## src/rtl/core/jsu_pkg.sv

```systemverilog
// shared types, codes and helper functions for the json string unescape block
`default_nettype none
package jsu_pkg;

  localparam int LENGTH_WIDTH_DEFAULT = 16;
  localparam int REPORT_WIDTH = 16;

  // decoder phase codes
  localparam logic [2:0] PH_IDLE = 3'd0;
  localparam logic [2:0] PH_BODY = 3'd1;
  localparam logic [2:0] PH_ESC  = 3'd2;
  localparam logic [2:0] PH_HEX1 = 3'd3;
  localparam logic [2:0] PH_HEX4 = 3'd6;

  // result kinds
  localparam logic [1:0] KIND_BYTE    = 2'd0;
  localparam logic [1:0] KIND_CLOSED  = 2'd1;
  localparam logic [1:0] KIND_NO_OPEN = 2'd2;
  localparam logic [1:0] KIND_UNTERM  = 2'd3;

  localparam logic [7:0] CH_QUOTE = 8'h22;
  localparam logic [7:0] CH_BSLASH = 8'h5C;
  localparam logic [7:0] CH_U = 8'h75;
  localparam logic [7:0] CH_QMARK = 8'h3F;
  localparam logic [7:0] CH_NUL = 8'h00;
  localparam logic [15:0] ASCII_MAX = 16'd127;

  typedef struct packed {
    logic                    valid;
    logic [1:0]              kind;
    logic [7:0]              decoded_byte;
    logic [REPORT_WIDTH-1:0] decoded_length;
  } result_t;

  function automatic logic [3:0] hex_value(input logic [7:0] b);
    logic [7:0] v;
    v = 8'd0;
    if (b >= 8'h30 && b <= 8'h39) v = b - 8'h30;
    else if (b >= 8'h61 && b <= 8'h66) v = b - 8'h57;
    else if (b >= 8'h41 && b <= 8'h46) v = b - 8'h37;
    return v[3:0];
  endfunction

  function automatic logic [7:0] escape_map(input logic [7:0] b);
    logic [7:0] v;
    v = b;
    case (b)
      8'h62:   v = 8'd8;   // b
      8'h66:   v = 8'd12;  // f
      8'h6E:   v = 8'd10;  // n
      8'h72:   v = 8'd13;  // r
      8'h74:   v = 8'd9;   // t
      default: v = b;
    endcase
    return v;
  endfunction

endpackage
`default_nettype wire

```

## src/rtl/core/jsu_step.sv

```systemverilog
// per-byte decode logic: next phase, accumulator, length and result
`default_nettype none
module jsu_step #(
  parameter int LENGTH_WIDTH = jsu_pkg::LENGTH_WIDTH_DEFAULT
) (
  input  wire logic [2:0]              phase,
  input  wire logic [15:0]             code_acc,
  input  wire logic [LENGTH_WIDTH-1:0] length_count,
  input  wire logic [7:0]              text_byte,
  output logic [2:0]                   phase_next,
  output logic [15:0]                  code_acc_next,
  output logic [LENGTH_WIDTH-1:0]      length_next,
  output jsu_pkg::result_t             result
);

  logic [31:0] len_ext;
  logic [15:0] len_report;
  logic [15:0] acc_shift;
  logic        emit;
  logic [7:0]  emit_byte;
  logic        count_full;

  assign len_ext = 32'(length_count);
  // reported length saturates at 16 bits
  assign len_report = (|len_ext[31:16]) ? 16'hFFFF : len_ext[15:0];
  assign acc_shift = {code_acc[11:0], jsu_pkg::hex_value(text_byte)};
  assign count_full = &length_count;

  always_comb begin
    phase_next = phase;
    code_acc_next = code_acc;
    length_next = length_count;
    result = '0;
    emit = 1'b0;
    emit_byte = 8'd0;
    if (phase == jsu_pkg::PH_IDLE) begin
      if (text_byte == jsu_pkg::CH_QUOTE) begin
        phase_next = jsu_pkg::PH_BODY;
        length_next = '0;
      end else begin
        result.valid = 1'b1;
        result.kind = jsu_pkg::KIND_NO_OPEN;
      end
    end else if (text_byte == jsu_pkg::CH_NUL) begin
      phase_next = jsu_pkg::PH_IDLE;
      result.valid = 1'b1;
      result.kind = jsu_pkg::KIND_UNTERM;
    end else if (phase == jsu_pkg::PH_BODY) begin
      if (text_byte == jsu_pkg::CH_QUOTE) begin
        phase_next = jsu_pkg::PH_IDLE;
        result.valid = 1'b1;
        result.kind = jsu_pkg::KIND_CLOSED;
        result.decoded_length = len_report;
      end else if (text_byte == jsu_pkg::CH_BSLASH) begin
        phase_next = jsu_pkg::PH_ESC;
      end else begin
        emit = 1'b1;
        emit_byte = text_byte;
      end
    end else if (phase == jsu_pkg::PH_ESC) begin
      if (text_byte == jsu_pkg::CH_U) begin
        code_acc_next = 16'd0;
        phase_next = jsu_pkg::PH_HEX1;
      end else begin
        emit = 1'b1;
        emit_byte = jsu_pkg::escape_map(text_byte);
      end
    end else if (phase >= jsu_pkg::PH_HEX1 && phase <= jsu_pkg::PH_HEX4) begin
      code_acc_next = acc_shift;
      if (phase < jsu_pkg::PH_HEX4) begin
        phase_next = phase + 3'd1;
      end else begin
        emit = 1'b1;
        emit_byte = (acc_shift <= jsu_pkg::ASCII_MAX) ? acc_shift[7:0] : jsu_pkg::CH_QMARK;
      end
    end else begin
      // unused phase code recovers to idle
      phase_next = jsu_pkg::PH_IDLE;
    end

    if (emit) begin
      phase_next = jsu_pkg::PH_BODY;
      if (!count_full) length_next = length_count + 1'b1;
      result.valid = 1'b1;
      result.kind = jsu_pkg::KIND_BYTE;
      result.decoded_byte = emit_byte;
    end
  end

endmodule
`default_nettype wire

```

## src/rtl/core/json_string_unescape_top.sv

```systemverilog
// top level of the json string unescape block: input register, decode, result register
// path: a request is held in the input register, decoded combinationally and written to
//   the result register once that register is free, so out_stall can hold it in between
// throughput: one byte per cycle unless out_stall holds a full result register
// reset: synchronous active-high rst clears both valid flags, the phase (idle, awaiting
//   opening quote), the code accumulator and the length count
`default_nettype none
module json_string_unescape_top #(
  parameter int LENGTH_WIDTH = jsu_pkg::LENGTH_WIDTH_DEFAULT
) (
  input  wire logic        clk,
  input  wire logic        rst,
  // input channel
  input  wire logic        in_valid,
  output logic             in_stall,
  input  wire logic [7:0]  text_byte,
  // result channel
  output logic             out_valid,
  input  wire logic        out_stall,
  output logic [1:0]       kind,
  output logic [7:0]       decoded_byte,
  output logic [15:0]      decoded_length
);

  // input register
  logic       stage_valid;
  logic [7:0] stage_byte;

  // decoder state
  logic [2:0]              phase;
  logic [15:0]             code_acc;
  logic [LENGTH_WIDTH-1:0] length_count;

  logic [2:0]              phase_next;
  logic [15:0]             code_acc_next;
  logic [LENGTH_WIDTH-1:0] length_next;
  jsu_pkg::result_t        result;

  logic out_free;   // result register can take a new value this edge
  logic consume;    // the held byte is decoded this edge
  logic accept;     // a new request enters the input register

  assign out_free = !out_valid || !out_stall;
  assign consume  = stage_valid && out_free;
  assign in_stall = stage_valid && !out_free;
  assign accept   = in_valid && !in_stall;

  jsu_step #(
    .LENGTH_WIDTH(LENGTH_WIDTH)
  ) u_step (
    .phase        (phase),
    .code_acc     (code_acc),
    .length_count (length_count),
    .text_byte    (stage_byte),
    .phase_next   (phase_next),
    .code_acc_next(code_acc_next),
    .length_next  (length_next),
    .result       (result)
  );

  // input register: refills while the held byte drains
  always_ff @(posedge clk) begin
    if (rst) begin
      stage_valid <= 1'b0;
    end else if (accept) begin
      stage_valid <= 1'b1;
    end else if (consume) begin
      stage_valid <= 1'b0;
    end
    if (accept) stage_byte <= text_byte;
  end

  // decoder state advances only when a byte is consumed
  always_ff @(posedge clk) begin
    if (rst) begin
      phase        <= jsu_pkg::PH_IDLE;
      code_acc     <= 16'd0;
      length_count <= '0;
    end else if (consume) begin
      phase        <= phase_next;
      code_acc     <= code_acc_next;
      length_count <= length_next;
    end
  end

  // result register: bytes that produce no result leave it empty
  always_ff @(posedge clk) begin
    if (rst) begin
      out_valid <= 1'b0;
    end else if (out_free) begin
      out_valid <= consume && result.valid;
    end
    if (out_free && consume && result.valid) begin
      kind           <= result.kind;
      decoded_byte   <= result.decoded_byte;
      decoded_length <= result.decoded_length;
    end
  end

endmodule
`default_nettype wire
```

## config.mk

```make
export PLATFORM = sky130hd
export DESIGN_NAME = json_string_unescape_top
export DESIGN_NICKNAME = d
export VERILOG_FILES = /design/src/rtl/core/jsu_pkg.sv /design/src/rtl/core/jsu_step.sv /design/src/rtl/core/json_string_unescape_top.sv
export SDC_FILE = /design/constraint.sdc
export NUM_CORES = 1
export LEC_CHECK = 0
export ABC_AREA = 1
export BUFFER_PORTS_ARGS = -buffer_cell sky130_fd_sc_hd__buf_2
export CAP_MARGIN = 30
export CORE_MARGIN = 2
export CORE_UTILIZATION = 55
export DETAILED_ROUTE_END_ITERATION = 7
export PLACE_DENSITY = 0.77
export SYNTH_ARGS = -nofsm -noshare
export SYNTH_HDL_FRONTEND = slang
export SYNTH_HIERARCHICAL = 1
export SYNTH_SLANG_ARGS = --single-unit
export TNS_END_PERCENT = 5
```

## constraint.sdc

```tcl
create_clock -name clk -period 3 [get_ports clk]
set_input_delay 0.75 -clock clk [delete_from_list [all_inputs] [get_ports clk]]
set_output_delay 0.75 -clock clk [all_outputs]
set_load 0.05 [all_outputs]
```

==> metrics, run 1 <==
status=finished clean; Synth warnings=6; Pre-Repair DR Iteration Count=5; VDD IR max=0.000278 V; IO Port Bufs=39; die width=95.8 µm; first-pass GRT wire length=18500 µm; GPL Wtd Cong=0.977; cell depth of the worst flop-to-flop path=13; Cell Area, Synth=0.00463 mm²; LEAKAGE=0.00212 µW; Clock Skew=0.0119 ns; Die Ht=95.8 µm; cts hold-fix bufs=0; f_max=0.369 GHz; end of the worst register-to-register path=decoded_byte[5]; vias=4353; Setup CP Type=flop to flop; part of the cycle the worst path needs=90.3%; CTS root buf=clkbuf_8; Avg Synthesized Cell Area=7.07 µm²; fin area=0.00503 mm²; total I/O pin count=40; final setup violating endpoints=0; Tot GR Track Use=25.8%; Least-Margin Pin Slew=0.565 ns; Final min period=2.71 ns; DR iter-0 viols=417; Die ar.=0.00917 mm²; drt wl/cell=13.8 µm; antenna cells=0; post-synthesis net count=677; # placed instances=775; Clk Latency, worst-skew pair=0.35 ns; Placement Rows=33; Detail Placement HPWL=7810 µm; largest net degree at the start of global routing=35; final hold violation count=0; Pwr per Cell Area=489 mW/mm²; initial antenna violation count=0; CP startpoint=stage_byte[0]; quantity of gates resized following cts=0; clk buf depth=2; CP Capture Type=flop; gr ovfl total=0; Reg-to-Reg Start=stage_byte[0]; vias in the first global route=3804; most frequent cells in the layout=nand2_1 (135), inv_1 (91), nand3_1 (67), nor2_1 (66), a21oi_1 (46); Initial Util=56.7%; Post-layout nets=703; maxcap violations=0; setup slack, reg-to-reg=0.29 ns; H-tree depth=3; TritonCTS Sinks=67; unrepaired setup endpoints after global routing=false; DP Worst Slack=0.305 ns; area post-placement=0.00481 mm²; critical path data required time=3.05 ns; fin cells=791; worst setup margin=0.291 ns; DRC=0; Critical Path AT=2.76 ns; vias per cell=5.50; Slew Limit Fails=0; GRT busiest layer=met1; met1 Track Usage GR=39.6%; element type at the critical path start=flop; crit path to=decoded_byte[5]; Post-CTS Setup Repair Bufs=0; total CTS buffers=9; remaining antenna violation count=0; CTS tree=built; met3 Use GR=5.01%; Fin Setup TNS=0 ns; final WL=10900 µm; core footprint=0.00818 mm²; P&R area growth vs syn=8.64%; most common cell after layout, fill and taps aside=nand2_1; layout cells sized above 1=14.9%; max_slew headroom=62.4%; Max FO, Critical Path=26; HP Class=flop to flop; met2 Track Usage GR=37.9%; fillers=788; clk slew on worst S/H paths=0.08 ns; Syn Inst Count=655
==> flip-flops by register name (all words and copies together) (netlist names) <==
name and cells:
decoded_byte 8, out_valid 1, length_count 16, decoded_length 16, code_acc 12, kind 2
stage_byte 8, phase 3, stage_valid 1
==> power breakdown <==
part	internal (µW)	leakage (µW)	switching, µW
registers	1020	0.000577	63.3
clock network	473	0.000114	371
logic	157	0.00143	372
==> through the flow <==
stage,util (%),hold WS [ns],power (µW)
2_1_floorplan,-,0.452,1520
3_3_place_gp,58.8,0.466,1620
3_5_place_dp,58.8,0.499,1630
4_1_cts,61.6,0.519,2470
5_1_grt,61.6,0.549,2590
6_report,61.6,0.513,2460
==> worst min-delay path by stage <==
stage / startpoint / to / slack (ns) / depth (start not counted)
finish: code_acc[10] / code_acc[10] / 0.51 / 2
global route: code_acc[10] / code_acc[10] / 0.55 / 2
CTS: code_acc[9] / code_acc[9] / 0.52 / 2
detailed placement: code_acc[9] / code_acc[9] / 0.50 / 2
global placement: code_acc[2] / code_acc[2] / 0.47 / 2
floorplan: code_acc[2] / code_acc[2] / 0.45 / 2
==> per-layer routing <==
metal | up-vias | wire length [µm]
met1 | 1958 | 5130
met5 | - | 0
met3 | 8 | 909
met4 | 0 | 49
met2 | 189 | 4860
li1 | 2198 | -
==> worst max-delay path: stages (launching register included) <==
cell	delay, ns
edfxtp_1	0.51
inv_1	0.15
ha_1	0.20
inv_1	0.06
nor2_2	0.21
nand3_2	0.28
inv_1	0.22
nand2_2	0.07
nand2_1	0.09
nor2_1	0.07
o21ai_0	0.14
inv_1	0.08
nor2_2	0.15
buf_12	0.19
==> area by class of cell <==
cell class	count	area, µm²	area share [%]
Clock buffer	9	124	2.46
Clock inverter	7	100	1.99
Inverter	99	379	7.53
Multi-Input combinational cell	457	2350	46.6
Sequential cell	67	1680	33.4
Tap cell	105	131	2.61
Timing Repair Buffer	47	268	5.32
(Power assumes the default switching activity.)
==> inputs of run 2 (changes only) <==
Settings changed: CORE_UTILIZATION 55 to 59, PLACE_DENSITY 0.77 to 0.79.
Clock period 3 ns to 3.3 ns, I/O delays scaled along.
==> metrics, run 2 (same netlist as run 1, synthesis figures left out) <==
status=finished clean; IO Port Bufs=39 (unchanged); GPL Wtd Cong=0.963 (-1.5%); worst setup margin=0.515 ns (+0.224 ns); H-tree depth=3 (unchanged); vias per cell=5.54 (+0.75%); P&R area growth vs syn=7.56%; cts hold-fix bufs=0 (unchanged); crit-path max cell delay=0.50 ns (about the same); part of the power in registers=46.0% (+1.8 points); quantity of gates resized following cts=0 (unchanged); total net switching power=726 µW (-9.9%); CTS tree=built; delay-heaviest family, CP=simple AND/OR/NAND/NOR gates; Placement Rows=32 (-3.0%); critical path data required time=3.32 ns (+0.27 ns); drt wl/cell=14.3 µm (+3.4%); Initial Util=60.6% (+3.9 points); vias in the first global route=3774 (-0.79%); most frequent cells in the layout=nand2_1 (135), inv_1 (91), nand3_1 (67), nor2_1 (66), a21oi_1 (46); CP Capture Type=flop; clk slew on worst S/H paths=0.08 ns (about the same); Final min period=2.79 ns (+0.0761 ns); antenna cells=0 (unchanged); maxcap violations=0 (unchanged); DR iter-0 viols=417 (unchanged); element type at the critical path start=flop; Post-layout nets=703 (unchanged); CP dominant cell by count=inv_1; most common cell after layout, fill and taps aside=nand2_1; slowest CP cell=edfxtp_1; max_slew headroom=66.5% (+4.2 points); final WL=11300 µm (+3.0%); VDD IR max=0.000241 V (-13%); Final Util=65.2% (+3.6 points); total I/O pin count=40 (unchanged); f_max=0.359 GHz (-2.7%); Tot GR Track Use=28.2% (+2.4 points); initial antenna violation count=0 (unchanged); DP Worst Slack=0.585 ns (+0.281 ns); largest net degree at the start of global routing=50 (+43%); core footprint=0.00765 mm² (-6.5%); layout cells sized above 1=14.4% (-0.44 points); WHS=0.492 ns (-0.0205 ns); HP Class=flop to flop; DRC=0 (unchanged); final hold violation count=0 (unchanged); crit path cell chain=inv_1 -> ha_1 -> inv_1 -> nor2_2 -> nand3_2 -> inv_1 -> nand2_2 -> nand2_1 -> nor2_1 -> o21ai_0 -> inv_1 -> nor2_2 -> buf_4; Buffers & Inverters on Critical Path=5 (unchanged); Clock power frac=31.6% (-2.7 points); Pwr Total=2140 µW (-13%); Clk Latency, worst-skew pair=0.35 ns (about the same); clk buf depth=2 (unchanged); Comb power frac=22.4% (+0.9 points); LEAKAGE=0.00209 µW (-1.1%); largest registers=decoded_length x16, length_count x16, code_acc x12; Clock Skew=0.00896 ns (-0.00297 ns); gr ovfl total=0 (unchanged); part of the cycle the worst path needs=84.4% (-5.9 points); unrepaired setup endpoints after global routing=false; Max FO, Critical Path=26 (unchanged); sw frac=33.9% (+1.1 points); Die Ht=92.6 µm (-3.3%); Setup CP Type=flop to flop; Fin Setup TNS=0 ns (unchanged); TritonCTS Sinks=67 (unchanged); Detail Placement HPWL=8210 µm (+5.2%); Slew Limit Fails=0 (unchanged); remaining antenna violation count=0 (unchanged); die width=92.6 µm (-3.3%); Critical Path AT=2.81 ns (+0.05 ns); Die ar.=0.00858 mm² (-6.5%); setup slack, reg-to-reg=0.51 ns (+0.22 ns); Pwr per Cell Area=430 mW/mm² (-12%); CTS root buf=clkbuf_8; first-pass GRT wire length=19100 µm (+3.3%); Least-Margin Pin Slew=0.498 ns (-0.0666 ns); Post-CTS Setup Repair Bufs=0 (unchanged); final setup violating endpoints=0 (unchanged); vias=4369 (+0.37%); Pre-Repair DR Iteration Count=6 (+1); Internal Dissipation=1420 µW (-14%); total CTS buffers=9 (unchanged)
## run 2: power groups by stage
| stage | clock (µW) | combinational [µW] | sequential, µW |
|---|---|---|---|
| after floorplan | 0 | 317 | 1060 |
| after global placement | 0 | 465 | 1000 |
| after detailed placement | 0 | 472 | 1000 |
| after CTS | 688 | 475 | 986 |
| after global routing | 729 | 535 | 995 |
| final | 677 | 480 | 986 |
## run 2: metal layers
| layer | wire length (µm) | vias to the layer above | track usage, % | part of all wire, % |
|---|---|---|---|---|
| li1 | - | 2196 | - | - |
| met1 | 5320 | 1959 | 43.3 | 47 |
| met2 | 4690 | 198 | 39.4 | 42 |
| met3 | 1100 | 16 | 6.27 | 9.8 |
| met4 | 158 | 0 | 8.08 | 1.4 |
| met5 | 0 | - | 0 | 0 |
## run 2: path summary, 6_finish.rpt
kind | cells after the start | start | endpoint
worst max-delay path | 13 | stage_byte[0] | decoded_byte[6]
worst min register to register | 2 | code_acc[2] | code_acc[2]
worst max register to register | 13 | stage_byte[0] | decoded_byte[6]
worst min-delay path | 2 | code_acc[2] | code_acc[2]
## run 2: metrics by stage
stage	instance area [µm²]	instances
floorplan	4630	655
global placement	4790	772
detailed placement	4790	772
CTS	4980	788
global route	4980	788
finish	4980	788
## run 2: cell type report
type / count / area, µm²
timing repair buffer: 47 / 255
fill: 723 / 2670
clock inverter: 7 / 66.3
sequential: 67 / 1680
tap: 102 / 128
inverter: 99 / 379
multi-input combinational: 457 / 2350
clock buffer: 9 / 124
## run 2: worst min-delay path, cell delays in order (launching register included)
cell and delay [ns]:
dfxtp_1 0.33, a21oi_1 0.04, nor2_1 0.08
==> inputs of run 3 (changes only) <==
Settings changed: ABC_AREA 1 to 0.
Clock period 3.3 ns to 2.8 ns, I/O delays scaled along.
==> metrics, run 3 <==
status=finished clean; final hold violation count=0 (unchanged); Tot GR Track Use=25.6% (-2.5 points); largest registers=decoded_length x16, length_count x16, code_acc x12; largest net degree at the start of global routing=65 (+30%); Internal Dissipation=1520 µW (+7.5%); Post-layout nets=499 (-29%); remaining antenna violation count=0 (unchanged); Avg Synthesized Cell Area=9.60 µm² (+36%); TritonCTS Sinks=67 (unchanged); FF+latch area=0.00168 mm² (unchanged); Slew Limit Fails=0 (unchanged); Setup CP Type=flop to flop; DRC=0 (unchanged); CTS tree=built; Comb power frac=8.2% (-14 points); Clock Skew=0.0161 ns (+0.00714 ns); Pre-Repair DR Iteration Count=5 (-1); vias per cell=6.03 (+8.7%); Reg-to-Reg Start=stage_byte[1]; part of the power in registers=51.7% (+5.7 points); HP Class=flop to flop; most frequent cells in the layout=nand2b_1 (68), mux2i_1 (44), buf_2 (39), edfxtp_1 (34), dfxtp_1 (32); Pwr per Cell Area=436 mW/mm² (+1.3%); layout cells sized above 1=19.1% (+4.7 points); final WL=9490 µm (-16%); CTS root buf=clkbuf_8; WHS=0.492 ns (+0.000176 ns); CP startpoint=stage_byte[1]; top layer in use=met4; met1 WL=4610 µm (-13%); Detail Placement HPWL=6590 µm (-20%); Clk Latency, worst-skew pair=0.36 ns (about the same); H-tree depth=3 (unchanged); VDD IR max=0.000300 V (+25%); critical path data required time=2.85 ns (-0.47 ns); IO Port Bufs=39 (unchanged); die width=88.4 µm (-4.5%); Multi-input gate area=0.00233 mm² (-0.53%); f_max=0.373 GHz (+3.9%); end of the worst register-to-register path=kind[0]; # placed instances=562 (-27%); Die ar.=0.00782 mm² (-8.8%); most common cell after layout, fill and taps aside=nand2b_1; unrepaired setup endpoints after global routing=false; Final min period=2.68 ns (-0.105 ns); Post-CTS Setup Repair Bufs=0 (unchanged); P&R area growth vs syn=12.2%; antenna cells=0 (unchanged); clk buf depth=2 (unchanged); element type at the critical path start=flop; drt wl/cell=16.4 µm (+15%); Fin Setup TNS=0 ns (unchanged); GPL Wtd Cong=0.949 (-1.4%); total CTS buffers=9 (unchanged); core footprint=0.00683 mm² (-11%); initial antenna violation count=0 (unchanged); final setup violating endpoints=0 (unchanged); total I/O pin count=40 (unchanged); Clock power frac=40.0% (+8.4 points); maxcap violations=0 (unchanged); Placement Rows=30 (-6.3%); vias in the first global route=3163 (-16%); Synth warnings=6 (unchanged); sw frac=25.9% (-8.0 points); worst setup margin=0.119 ns (-0.395 ns); crit path to=kind[0]; first-pass GRT wire length=15400 µm (-19%); part of the cycle the worst path needs=95.7% (+11 points); Die Ht=88.4 µm (-4.5%); max_slew headroom=47.8% (-19 points); LEAKAGE=0.00173 µW (-17%); fin cells=578 (-27%); DR iter-0 viols=418 (+0.24%); post-synthesis net count=460 (-32%); vias=3485 (-20%); cell depth of the worst flop-to-flop path=9 (-4); fillers=565 (-22%); total net switching power=532 µW (-27%); setup slack, reg-to-reg=0.12 ns (-0.40 ns); Critical Path AT=2.74 ns (-0.07 ns); Least-Margin Pin Slew=0.783 ns (+0.285 ns); clk slew on worst S/H paths=0.07 ns (about the same); Cell Area, Synth=0.00421 mm² (-9.2%); Max FO, Critical Path=24 (-7.7%); gr ovfl total=0 (unchanged); Initial Util=61.6% (+1.0 points); Syn Inst Count=438 (-33%); met2 WL=4200 µm (-11%); DP Worst Slack=0.154 ns (-0.431 ns); met3 routed WL=551 µm (-50%); CP Capture Type=flop
==> run 3: cell types whose count changed in the layout (fill, tap and decap cells not counted), sizes merged, moves of 29 or more <==
cell | before | now
a21oi | 47 | 11
inv | 98 | 13
mux2i | 0 | 44
nand2 | 143 | 29
nand2b | 0 | 68
nand3 | 76 | 13
nor2 | 71 | 18
o21ai | 44 | 15
==> run 3: layout make-up <==
| class | instances | share of cell area (%) |
|---|---|---|
| clock buffer | 9 | 2.62 |
| sequential | 67 | 35.7 |
| timing repair buffer | 56 | 7.10 |
| clock inverter | 7 | 1.64 |
| tap | 96 | 2.55 |
| inverter | 12 | 0.954 |
| multi-input combinational | 331 | 49.5 |
==> run 3: worst min-delay path by stage <==
stage	start	depth (start not counted)	endpoint	slack (ns)
detailed placement	code_acc[11]	2	code_acc[11]	0.49
floorplan	code_acc[11]	2	code_acc[11]	0.46
finish	code_acc[11]	2	code_acc[11]	0.49
global placement	code_acc[11]	2	code_acc[11]	0.48
CTS	code_acc[11]	2	code_acc[11]	0.50
global route	text_byte[7]	1	stage_byte[7]	0.51
==> run 3: per-layer routing <==
layer	track usage (%)	vias up
met2	37.4	134
met1	38.5	1673
li1	-	1663
met3	4.01	15
met4	9.23	0
met5	0	-
==> run 3: repair_timing <==
action,in CTS,in global routing
gates resized for setup,0,1
setup endpoints to repair,0,1
hold buffers,0,0
==> run 3: worst max-delay path, stage by stage, from the launching register on <==
cell and delay, ns:
edfxtp_1 0.49, ha_4 0.23, and4b_1 0.19, o211a_1 0.26, or3_4 0.46, nor2_4 0.16, a211o_1 0.12, nand2_2 0.07
a21oi_4 0.18, buf_12 0.20
==> run 3: power by group through the flow <==
| stage | registers, µW | clock network [µW] | logic (µW) |
|---|---|---|---|
| final | 1060 | 823 | 169 |
| after global placement | 1080 | 0 | 166 |
| after global routing | 1070 | 867 | 181 |
| after CTS | 1060 | 837 | 169 |
| after floorplan | 1120 | 0 | 99.5 |
| after detailed placement | 1090 | 0 | 169 |
==> run 3: metrics by stage <==
stage          power, µW  util [%]  instance area [µm²]
3_3_place_gp        1250      66.1                 4520
2_1_floorplan       1220         -                 4250
4_1_cts             2070      69.1                 4720
3_5_place_dp        1250      66.1                 4520
6_report            2060      69.1                 4720
5_1_grt             2110      69.1                 4720
